===== config.mk =====
export PLATFORM = sky130hd
export DESIGN_NAME = t8c_ctrl
export DESIGN_NICKNAME = d
export VERILOG_FILES = /design/src/t8c_pkg.sv /design/src/t8c_ctrl.sv
export SDC_FILE = /design/constraint.sdc
export NUM_CORES = 1
export LEC_CHECK = 0
export BUFFER_PORTS_ARGS = -buffer_cell sky130_fd_sc_hd__buf_2
export CAP_MARGIN = 20
export CORE_ASPECT_RATIO = 0.6
export CORE_UTILIZATION = 52
export CTS_BUF_LIST = sky130_fd_sc_hd__clkbuf_2 sky130_fd_sc_hd__clkbuf_4 sky130_fd_sc_hd__clkbuf_8
export DETAILED_ROUTE_END_ITERATION = 16
export PLACE_DENSITY = 0.94
export SETUP_SLACK_MARGIN = 0.4
export SLEW_MARGIN = 40
export SYNTH_ARGS = -nofsm -noshare
export SYNTH_HDL_FRONTEND = slang
export SYNTH_SLANG_ARGS = --single-unit

===== constraint.sdc =====
create_clock -name clk -period 1.7 [get_ports clk]
set_input_delay 0.17 -clock clk [delete_from_list [all_inputs] [get_ports clk]]
set_output_delay 0.17 -clock clk [all_outputs]
set_load 0.02 [all_outputs]

===== src/t8c_pkg.sv =====
// Shared types and constants for the toy 8-bit core.
package t8c_pkg;

  typedef struct packed {
    logic [1:0]  cmd;
    logic [15:0] mem_addr;
    logic [7:0]  mem_data;
  } t8c_in_t;

  typedef struct packed {
    logic [2:0]  status;
    logic [7:0]  read_data;
    logic [15:0] prog_counter;
    logic [7:0]  result_reg;
    logic        zero_flag;
  } t8c_out_t;

  localparam logic [1:0] CMD_WRITE   = 2'd0;
  localparam logic [1:0] CMD_READ    = 2'd1;
  localparam logic [1:0] CMD_STEP    = 2'd2;
  localparam logic [1:0] CMD_RESTART = 2'd3;

  localparam logic [2:0] ST_OK      = 3'd0;
  localparam logic [2:0] ST_HALT    = 3'd1;
  localparam logic [2:0] ST_BADOP   = 3'd2;
  localparam logic [2:0] ST_SYSCALL = 3'd3;
  localparam logic [2:0] ST_DIVZERO = 3'd4;
  localparam logic [2:0] ST_BADREG  = 3'd5;

  localparam logic [7:0] OP_ADD     = 8'h00;
  localparam logic [7:0] OP_SUB     = 8'h01;
  localparam logic [7:0] OP_MUL     = 8'h02;
  localparam logic [7:0] OP_DIV     = 8'h03;
  localparam logic [7:0] OP_AND     = 8'h04;
  localparam logic [7:0] OP_OR      = 8'h05;
  localparam logic [7:0] OP_XOR     = 8'h06;
  localparam logic [7:0] OP_NOT     = 8'h07;
  localparam logic [7:0] OP_LOAD    = 8'h08;
  localparam logic [7:0] OP_STORE   = 8'h09;
  localparam logic [7:0] OP_MOVE    = 8'h0A;
  localparam logic [7:0] OP_JMP     = 8'h0B;
  localparam logic [7:0] OP_JMPZ    = 8'h0C;
  localparam logic [7:0] OP_CALL    = 8'h0D;
  localparam logic [7:0] OP_RET     = 8'h0E;
  localparam logic [7:0] OP_HALT    = 8'h0F;
  localparam logic [7:0] OP_SYSCALL = 8'hA0;

  // Memory address select from controller to datapath.
  localparam logic [1:0] AS_PC   = 2'd0;
  localparam logic [1:0] AS_HOST = 2'd1;
  localparam logic [1:0] AS_TGT  = 2'd2;
  localparam logic [1:0] AS_SP   = 2'd3;

  // Byte latch destinations.
  localparam logic [2:0] LD_NONE = 3'd0;
  localparam logic [2:0] LD_OP   = 3'd1;
  localparam logic [2:0] LD_RA   = 3'd2;
  localparam logic [2:0] LD_HI   = 3'd3;
  localparam logic [2:0] LD_LO   = 3'd4;
  localparam logic [2:0] LD_REG  = 3'd5;
  localparam logic [2:0] LD_RD   = 3'd6;

  // Memory write data select.
  localparam logic [1:0] WD_HOST = 2'd0;
  localparam logic [1:0] WD_REG  = 2'd1;
  localparam logic [1:0] WD_PCLO = 2'd2;
  localparam logic [1:0] WD_PCHI = 2'd3;

  // Architectural action at end of an instruction.
  localparam logic [3:0] AC_NONE    = 4'd0;
  localparam logic [3:0] AC_ALU     = 4'd1;
  localparam logic [3:0] AC_MOVE    = 4'd2;
  localparam logic [3:0] AC_JUMP    = 4'd3;
  localparam logic [3:0] AC_JMPZ    = 4'd4;
  localparam logic [3:0] AC_RESTART = 4'd5;
  localparam logic [3:0] AC_FAULT   = 4'd6;
  localparam logic [3:0] AC_PCLOAD  = 4'd7;

  typedef struct packed {
    logic [1:0] addr_sel;
    logic       mem_rd;
    logic       mem_wr;
    logic [1:0] wdata_sel;
    logic [2:0] latch;
    logic       pc_inc;
    logic       sp_dec;
    logic       sp_inc;
    logic       div_start;
    logic       clr_rd;
    logic [3:0] action;
    logic [2:0] fault_code;
    logic       out_load;
  } t8c_cmd_t;

  typedef struct packed {
    logic [7:0] opcode;
    logic       ra_bad;
    logic       rb_bad;
    logic       div_zero;
    logic       div_busy;
    logic       stopped;
  } t8c_stat_t;

endpackage


===== src/t8c_ctrl.sv =====
// Controller state machine of the toy 8-bit core.
module t8c_ctrl (
  input  logic               clk,
  input  logic               rst_n,
  input  logic               in_valid,
  output logic               in_stall,
  input  logic [1:0]         req_cmd,
  output logic               out_valid,
  input  logic               out_stall,
  input  t8c_pkg::t8c_stat_t stat,
  output t8c_pkg::t8c_cmd_t  cmd
);
  import t8c_pkg::*;

  localparam logic [4:0] S_IDLE   = 5'd0;
  localparam logic [4:0] S_HRD    = 5'd1;
  localparam logic [4:0] S_OPRD   = 5'd2;
  localparam logic [4:0] S_DEC    = 5'd3;
  localparam logic [4:0] S_B1     = 5'd4;  // first operand byte valid
  localparam logic [4:0] S_B2     = 5'd5;
  localparam logic [4:0] S_B3     = 5'd6;
  localparam logic [4:0] S_MEMRD  = 5'd7;
  localparam logic [4:0] S_MEMLD  = 5'd8;
  localparam logic [4:0] S_DIV    = 5'd9;
  localparam logic [4:0] S_PUSH2  = 5'd10;
  localparam logic [4:0] S_POP1   = 5'd11;
  localparam logic [4:0] S_POP2   = 5'd12;
  localparam logic [4:0] S_DONE   = 5'd13;
  localparam logic [4:0] S_HRDL   = 5'd14;

  logic [4:0] state_r, state_nxt;
  logic       ov_r, ov_nxt;
  logic       accept;

  // Take a new request whenever the core is idle; a waiting result sits in
  // its own register.
  assign in_stall  = (state_r != S_IDLE);
  assign out_valid = ov_r;
  assign accept    = in_valid && !in_stall;

  always_comb begin
    cmd       = '0;
    state_nxt = state_r;
    ov_nxt    = ov_r && out_stall;
    case (state_r)
      S_IDLE: begin
        if (accept) begin
          cmd.clr_rd = 1'b1;
          case (req_cmd)
            CMD_WRITE: begin
              cmd.addr_sel = AS_HOST;
              cmd.mem_wr   = 1'b1;
              cmd.wdata_sel = WD_HOST;
              state_nxt    = S_DONE;
            end
            CMD_READ: begin
              cmd.addr_sel = AS_HOST;
              cmd.mem_rd   = 1'b1;
              state_nxt    = S_HRDL;
            end
            CMD_STEP: begin
              if (stat.stopped) begin
                state_nxt = S_DONE;
              end else begin
                cmd.addr_sel = AS_PC;
                cmd.mem_rd   = 1'b1;
                cmd.pc_inc   = 1'b1;
                state_nxt    = S_OPRD;
              end
            end
            default: begin
              cmd.action = AC_RESTART;
              state_nxt  = S_DONE;
            end
          endcase
        end
      end
      S_HRDL: begin
        cmd.latch = LD_RD;
        state_nxt = S_DONE;
      end
      S_OPRD: begin
        cmd.latch = LD_OP;
        state_nxt = S_DEC;
      end
      S_DEC: begin
        if (stat.opcode <= OP_NOT) begin
          if (stat.opcode == OP_DIV) begin
            if (stat.div_zero) begin
              cmd.action     = AC_FAULT;
              cmd.fault_code = ST_DIVZERO;
              state_nxt      = S_DONE;
            end else begin
              cmd.div_start = 1'b1;
              state_nxt     = S_DIV;
            end
          end else begin
            cmd.action = AC_ALU;
            state_nxt  = S_DONE;
          end
        end else if (stat.opcode inside {[OP_LOAD:OP_CALL]}) begin
          cmd.addr_sel = AS_PC;
          cmd.mem_rd   = 1'b1;
          cmd.pc_inc   = 1'b1;
          state_nxt    = S_B1;
        end else if (stat.opcode == OP_RET) begin
          cmd.addr_sel = AS_SP;
          cmd.mem_rd   = 1'b1;
          cmd.sp_inc   = 1'b1;
          state_nxt    = S_POP1;
        end else begin
          cmd.action = AC_FAULT;
          if (stat.opcode == OP_HALT)         cmd.fault_code = ST_HALT;
          else if (stat.opcode == OP_SYSCALL) cmd.fault_code = ST_SYSCALL;
          else                                cmd.fault_code = ST_BADOP;
          state_nxt = S_DONE;
        end
      end
      S_DIV: begin
        if (!stat.div_busy) begin
          cmd.action = AC_ALU;
          state_nxt  = S_DONE;
        end
      end
      S_B1: begin
        // LOAD/STORE/MOVE take a register byte first, jumps a high byte.
        if (stat.opcode inside {OP_LOAD, OP_STORE, OP_MOVE})
          cmd.latch = LD_RA;
        else
          cmd.latch = LD_HI;
        cmd.addr_sel = AS_PC;
        cmd.mem_rd   = 1'b1;
        cmd.pc_inc   = 1'b1;
        state_nxt    = S_B2;
      end
      S_B2: begin
        if (stat.opcode == OP_MOVE) begin
          cmd.latch = LD_LO;
          state_nxt = S_B3;
        end else if (stat.opcode inside {OP_LOAD, OP_STORE}) begin
          cmd.latch    = LD_HI;
          cmd.addr_sel = AS_PC;
          cmd.mem_rd   = 1'b1;
          cmd.pc_inc   = 1'b1;
          state_nxt    = S_B3;
        end else begin
          cmd.latch = LD_LO;
          if (stat.opcode == OP_CALL) begin
            cmd.addr_sel  = AS_SP;
            cmd.sp_dec    = 1'b1;
            state_nxt     = S_PUSH2;
          end else begin
            state_nxt = S_MEMLD;
          end
        end
      end
      S_PUSH2: begin
        // SP already decremented once; write low byte, then high byte.
        cmd.addr_sel  = AS_SP;
        cmd.mem_wr    = 1'b1;
        cmd.wdata_sel = WD_PCLO;
        cmd.sp_dec    = 1'b1;
        state_nxt     = S_POP2;
      end
      S_POP2: begin
        if (stat.opcode == OP_CALL) begin
          cmd.addr_sel  = AS_SP;
          cmd.mem_wr    = 1'b1;
          cmd.wdata_sel = WD_PCHI;
          cmd.action    = AC_JUMP;
        end else begin
          cmd.action = AC_PCLOAD;
        end
        state_nxt = S_DONE;
      end
      S_POP1: begin
        cmd.latch    = LD_HI;
        cmd.addr_sel = AS_SP;
        cmd.mem_rd   = 1'b1;
        cmd.sp_inc   = 1'b1;
        state_nxt    = S_POP2;
      end
      S_MEMLD: begin
        if (stat.opcode == OP_JMP) cmd.action = AC_JUMP;
        else                       cmd.action = AC_JMPZ;
        state_nxt = S_DONE;
      end
      S_B3: begin
        if (stat.opcode == OP_MOVE) begin
          if (stat.ra_bad || stat.rb_bad) begin
            cmd.action     = AC_FAULT;
            cmd.fault_code = ST_BADREG;
          end else begin
            cmd.action = AC_MOVE;
          end
          state_nxt = S_DONE;
        end else begin
          cmd.latch = LD_LO;
          state_nxt = S_MEMRD;
        end
      end
      S_MEMRD: begin
        if (stat.ra_bad) begin
          cmd.action     = AC_FAULT;
          cmd.fault_code = ST_BADREG;
          state_nxt      = S_DONE;
        end else if (stat.opcode == OP_STORE) begin
          cmd.addr_sel  = AS_TGT;
          cmd.mem_wr    = 1'b1;
          cmd.wdata_sel = WD_REG;
          state_nxt     = S_DONE;
        end else begin
          cmd.addr_sel = AS_TGT;
          cmd.mem_rd   = 1'b1;
          state_nxt    = S_HRD;
        end
      end
      S_HRD: begin
        cmd.latch = LD_REG;
        state_nxt = S_DONE;
      end
      S_DONE: begin
        // Hold until the output register is free or being emptied.
        if (!ov_r || !out_stall) begin
          cmd.out_load = 1'b1;
          ov_nxt       = 1'b1;
          state_nxt    = S_IDLE;
        end
      end
      default: state_nxt = S_IDLE;
    endcase
  end

  always_ff @(posedge clk) begin
    if (!rst_n) begin
      state_r <= S_IDLE;
      ov_r    <= 1'b0;
    end else begin
      state_r <= state_nxt;
      ov_r    <= ov_nxt;
    end
  end

endmodule


==> flow_summary.ini, run 1 <==
[placement]
place.gp.congestion = 1.05
post_dp_cell_area_mm2 = 0.00193
dpl.hpwl_mm = 4.52
dp.cells = 284
io_buffers = 41

[synthesis]
synthMostInstantiatedCell = nand2_1
avgSynthCellArea_um2 = 6.51
netlist_top_cells_count = 19 x nand2_1, 13 x nand3_1, 11 x a21oi_1, 11 x nor2_1, 11 x o21ai_0
synth-async-reset-ratio = 0
netlist_area_mm2 = 0.00123
synth_edf_count = 0
ys_seq_area_frac = 0.0813
synth_top_area_frac = 0.0813
ys_seq_elements = 5
synth.area.top_cells = dfxtp_1 8.1%, nand2_1 5.8%, nand3_1 5.3%
synth_warnings = 0
synth.largest_area_cell = dfxtp_1
ys_types = 52
synth_nets = 212
syn_inst = 189
synthFlopType = dfxtp_1

[clocking]
cts-resized-gates = 90
cts.sinks = 5
cts_buffers = 3
cts_setup_buffers = 17
htree_levels = 1
clk_path_buf_depth = 2
clockRootBuffer = clkbuf_8
cts_hold_buf = 0

[floorplan]
io_pins = 43
fp.dieW_um = 64.8
row_count = 13
start_util = 0.561
fp.dieH_um = 39.7

[status]
stop_error = [ERROR DPL-0038] Utilization greater than 100%, impossible to legalize
status = stopped before the end
haltStage = clock tree synthesis
==> metrics by stage <==
| step | utilization | setup slack (ns) | hold slack, ns |
|---|---|---|---|
| after floorplan | - | 0.0270 | 0.279 |
| after global placement | 0.877 | -0.181 | 0.419 |
| after detailed placement | 0.877 | -0.341 | 0.446 |
==> kinds of logic after synthesis <==
logic type               after synthesis  share of synthesized area
other                                  1                    0.00305
adder cells (fa/ha/maj)                4                     0.0407
buffers and inverters                 24                     0.0854
flip-flops                             5                     0.0813
AO/OA/AOI/OAI                         55                      0.298
AND/OR/NAND/NOR                       99                      0.485
XOR/XNOR                               1                    0.00712
==> run 2, diff against run 1 <==
- CORE_AREA: default -> 2 2 63 65
- CORE_ASPECT_RATIO: 0.6 -> default
- CORE_UTILIZATION: 52 -> default
- CTS_BUF_LIST: sky130_fd_sc_hd__clkbuf_2 sky130_fd_sc_hd__clkbuf_4 sky130_fd_sc_hd__clkbuf_8 -> default
- DIE_AREA: default -> 0 0 65 67
- PLACE_DENSITY: 0.94 -> default
- PLACE_DENSITY_LB_ADDON: default -> 0.15
- SETUP_SLACK_MARGIN: 0.4 -> default
==> flow_summary.ini, run 2 <==
[status]
status = finished with violations
violations = setup timing

[floorplan]
dieArea_mm2 = 0.00436
fp.dieH_um = 67
io_pins = 43
fp.dieW_um = 65
core_area_mm2 = 0.00361
start_util = 0.341
row_count = 22

[setup_path]
crit_buf_inv = 2
critPathArrivalTime_ns = 1.77
crit_slowest_cell = or4_4
max_stage_delay_ns = 0.45
cp_max_fo = 7
rr_endpoint = state_r[2]$_SDFFE_PN0P_
crit_type = reg -> out
crit_family = simple AND/OR/NAND/NOR gates
required_ns = 1.53
rr_startpoint = state_r[3]$_SDFFE_PN0P_
path_depth = 6
r2r_slack_ns = -0.12
path_cells = buf_6 -> and4bb_2 -> nand2_2 -> or4_4 -> o21ai_2 -> buf_6
startpoint_type = flip-flop
reg2reg_depth = 7
worstSetupEndpointType = primary output
cp_common_cell = buf_6

[finish]
area_delta_synth_final_pct = 81.5
largest_register_ffs = 4
seqCellArea_um2 = 105
mostFrequentLayoutCell = buf_4
drive_above_1_share = 0.566
diodes = 0
multi_input_area_mm2 = 0.00131
max_flop_register = state_r
finalNetCount = 289
fill_cells = 344
layout_common_cells = 46 x buf_4, 23 x buf_2, 18 x buf_6

[synthesis]
syn_inst = 189
synth_mux_area_frac = 0
ys_seq_elements = 5
synthSimpleGateAreaFrac = 0.485
ys_seq_area_frac = 0.0813
synth_warnings = 0
synth_xor_area_frac = 0.00711
synth_adder_area_share = 0.0407
synth-async-reset-ratio = 0
netlist_area_mm2 = 0.00123
synth_nets = 212
synth.largest_area_cell = dfxtp_1
synth.area.top_cells = dfxtp_1 8.1%, nand2_1 5.8%, nand3_1 5.3%
synth_compound_area_frac = 0.298
synthMostInstantiatedCell = nand2_1
synth_top_area_frac = 0.0813
ys_types = 52
synth_top_family_by_area = simple AND/OR/NAND/NOR gates
synthFlopType = dfxtp_1
netlist_top_cells_count = 19 x nand2_1, 13 x nand3_1, 11 x a21oi_1, 11 x nor2_1, 11 x o21ai_0
synth_edf_count = 0
avgSynthCellArea_um2 = 6.51

[job]
max_cap_violations = 0

[sta]
skew_ns = 0.00389
finalHoldViolCount = 0
rsz0062_at_grt = true
period_share = 1.14
final-setup-viol-count = 21
slew_violations = 0
hold_slack_ns = 0.223
period_needed_ns = 1.94
setup_ws_ns = -0.236
max_freq_ghz = 0.517

[global_routing]
grt_max_degree = 25
grt_antenna_before_repair = 0
grtUsageTotal = 0.236
grt_overflow = 0
grt_pass1_wl_mm = 7.89
grt_pass1_vias = 1668

[placement]
io_buffers = 41
place.gp.congestion = 0.891
dp_slack_ns = -0.220
dpl.hpwl_mm = 3.50

[power_and_ir_drop]
p_leak_nw = 0.933
power.density_mw_per_mm2 = 1130
ir_drop_v = 0.000463

[clocking]
htree_levels = 1
cts_hold_buf = 0
cts.sinks = 5
path_clk_slew_ns = 0.04
clockRootBuffer = clkbuf_8
clk_path_buf_depth = 2
cts_buffers = 3
clk_latency_ns = 0.23
cts_tree = yes

[routing]
wl_per_cell_um = 16.0
drt-total-wl_mm = 5.02
drc = 0
vias = 1799
first_pass_iters = 4
drt_iter0_markers = 137
ant_nets = 0
via_per_inst = 5.75

[min_path]
min_path_type = in -> reg
hold_depth = 3
hold_start = rst_n
hold_path_end = state_r[3]$_SDFFE_PN0P_
-- run 2: cell counts after synthesis --
No cell type changed its count.
-- run 2: routing by layer --
metal / vias up / global-route usage / wire length [um]
met5: - / 0 / 0
met4: 0 / 0.0824 / 119
met3: 11 / 0.0270 / 237
met2: 66 / 0.411 / 2500
met1: 852 / 0.298 / 2160
li1: 870 / - / -
-- run 2: how the worst max path moves through the flow --
stage,startpoint,end,slack (ns)
after floorplan,stat[10],cmd[17],-0.12
after global placement,stat[10],cmd[18],-0.21
after detailed placement,stat[10],cmd[18],-0.22
after CTS,state_r[3]$_SDFFE_PN0P_,cmd[3],-0.24
after global routing,state_r[3]$_SDFFE_PN0P_,cmd[3],-0.31
final,state_r[3]$_SDFFE_PN0P_,cmd[3],-0.24
-- run 2: final cells by class --
class                      instances  area share
timing repair buffer              88       0.306
tap                               48      0.0269
sequential                         5      0.0470
multi-input combinational        160       0.587
inverter                           8      0.0134
clock buffer                       4      0.0202
-- run 2: worst reg2reg max path, delay by kind of cell, from the launching register on --
kind                   cells  cell delay [ns]
AOI/OAI and AO/OA          1             0.19
buffers and inverters      3             0.49
and+or+nand+nor            3             0.73
DFF                        1             0.31
-- run 2: metrics by stage --
stage | util | setup TNS [ns] | std cells | cell area [um^2] | power, mW
after floorplan | - | -0.500 | 189 | 1260 | 1.20
after global placement | 0.472 | -2.71 | 296 | 1700 | 1.79
after detailed placement | 0.472 | -2.80 | 296 | 1700 | 1.78
after CTS | 0.584 | -2.39 | 311 | 2100 | 2.37
after global routing | 0.620 | -4.20 | 313 | 2230 | 2.69
final | 0.620 | -2.86 | 313 | 2230 | 2.53
-- run 2: cell families after synthesis --
group / Yosys count
other cells: 1
simple gates: 99
compound gates: 55
fa+ha+maj: 4
flops: 5
xor+xnor: 1
buf+inv: 24
-- run 2: report_power, final --
group | total (mW) | internal, mW | switching [mW]
registers | 0.207 | 0.169 | 0.0380
logic | 2.10 | 0.961 | 1.14
clock network | 0.225 | 0.161 | 0.0638
total | 2.53 | 1.29 | 1.24
-- run 2: what timing repair did --
item                       in CTS  in global routing
gates resized for setup        71                 25
setup endpoints to repair      19                 23
pin swaps                      13                 13
setup buffers                  10                  3
gates cloned                    1                  0
(Power assumes the default switching activity.)
==> run 3, diff against run 2 <==
- PLACE_DENSITY_LB_ADDON: 0.15 -> 0.1
==> flow_summary.ini, run 3 (synthesized netlist as in run 2, its figures left out) <==
[clocking]
cts_hold_buf = 0
path_clk_slew_ns = 0.04
cts_buffers = 3
cts_tree = yes
clk_latency_ns = 0.22
cts.sinks = 5
clk_path_buf_depth = 2
clockRootBuffer = clkbuf_8
htree_levels = 1

[setup_path]
reg2reg_depth = 10
setup.worst_path.end = cmd[3]
rr_endpoint = state_r[2]$_SDFFE_PN0P_
worstSetupEndpointType = primary output
required_ns = 1.53
rr_startpoint = state_r[3]$_SDFFE_PN0P_
crit_start = state_r[1]$_SDFFE_PN0P_
r2r_slack_ns = -0.12
cp_max_fo = 15
critPathArrivalTime_ns = 1.77
crit_type = reg -> out
startpoint_type = flip-flop

[routing]
drt-total-wl_mm = 5.62
first_pass_iters = 4
ant_nets = 0
met3_length_um = 241
via_per_inst = 5.82
drc = 0
wl_per_cell_um = 17.0
vias = 1925
drt-met1-wl_mm = 2.43
met2_length_mm = 2.86
drt_iter0_markers = 145
dr.max_layer_used = met4

[min_path]
min_path_type = in -> reg

[global_routing]
grtUsageTotal = 0.240
grt_max_degree = 16
grt_antenna_before_repair = 0
grt_pass1_vias = 1741
grt_pass1_wl_mm = 8.22
grt_overflow = 0

[status]
status = finished with violations
violations = setup timing

[floorplan]
core_area_mm2 = 0.00361
start_util = 0.341
fp.dieW_um = 65
io_pins = 43
row_count = 22
fp.dieH_um = 67
dieArea_mm2 = 0.00436

[sta]
setup_ws_ns = -0.239
rsz0062_at_grt = true
slew_violations = 0
period_needed_ns = 1.94
skew_ns = 0.00347
period_share = 1.14
final-setup-viol-count = 22
finalHoldViolCount = 0
max_freq_ghz = 0.516

[finish]
finalNetCount = 307
diodes = 0
largest_register_ffs = 4
final_util = 0.683
mostFrequentLayoutCell = buf_4
max_flop_register = state_r
layout_common_cells = 55 x buf_4, 28 x buf_6, 22 x buf_2
drive_above_1_share = 0.622
area_delta_synth_final_pct = 100

[power_and_ir_drop]
power.density_mw_per_mm2 = 1200
p_leak_nw = 1.06
power.total_mw = 2.95
ir_drop_v = 0.000512

[placement]
dpl.hpwl_mm = 3.71
io_buffers = 41
place.gp.congestion = 0.959

[job]
max_cap_violations = 0
run 3: worst min-delay path by stage:
stage / start / end / cells after the start
6_report: rst_n / state_r[0]$_SDFFE_PN0P_ / 3
5_1_grt: rst_n / state_r[0]$_SDFFE_PN0P_ / 3
2_1_floorplan: rst_n / state_r[0]$_SDFFE_PN0P_ / 2
4_1_cts: rst_n / state_r[0]$_SDFFE_PN0P_ / 3
3_3_place_gp: rst_n / state_r[0]$_SDFFE_PN0P_ / 3
3_5_place_dp: rst_n / state_r[0]$_SDFFE_PN0P_ / 3
run 3: what timing repair did:
item	4_1_cts	5_1_grt
gates cloned	1	0
resized for setup	73	47
pin swaps	19	13
buffers inserted	15	8
endpoints found under the setup margin	20	25
run 3: worst max-delay path, cell delays in order (launching register included):
cell	delay, ns
dfxtp_2	0.33
buf_8	0.16
and4bb_2	0.25
nand2_1	0.08
or4_4	0.45
o21ai_1	0.13
buf_4	0.15
run 3: metal layers:
metal / track usage / up-vias
li1: - / 910
met5: 0 / -
met3: 0.0152 / 8
met2: 0.432 / 68
met4: 0.0638 / 0
met1: 0.308 / 939
run 3: through the flow:
stage | TNS [ns] | cell area, um^2 | setup slack, ns | std cells | hold WS [ns]
final | -2.87 | 2460 | -0.239 | 331 | 0.228
after global routing | -4.24 | 2460 | -0.318 | 331 | 0.231
after CTS | -1.87 | 2210 | -0.205 | 325 | 0.218
after detailed placement | -2.62 | 1770 | -0.244 | 305 | 0.445
after global placement | -2.33 | 1770 | -0.227 | 305 | 0.464
after floorplan | -0.500 | 1260 | -0.117 | 189 | 0.279
run 3: area by class of cell:
class | instances | area (um^2)
inverter | 8 | 30.0
sequential | 5 | 105
fill | 295 | 1140
clock buffer | 4 | 45.0
timing repair buffer | 106 | 853
multi-input combinational | 160 | 1370
tap | 48 | 60.1
run 3: power breakdown:
group / internal (mW) / total (mW) / switching, mW
logic: 1.23 / 2.53 / 1.30
registers: 0.169 / 0.208 / 0.0388
clock network: 0.160 / 0.213 / 0.0526
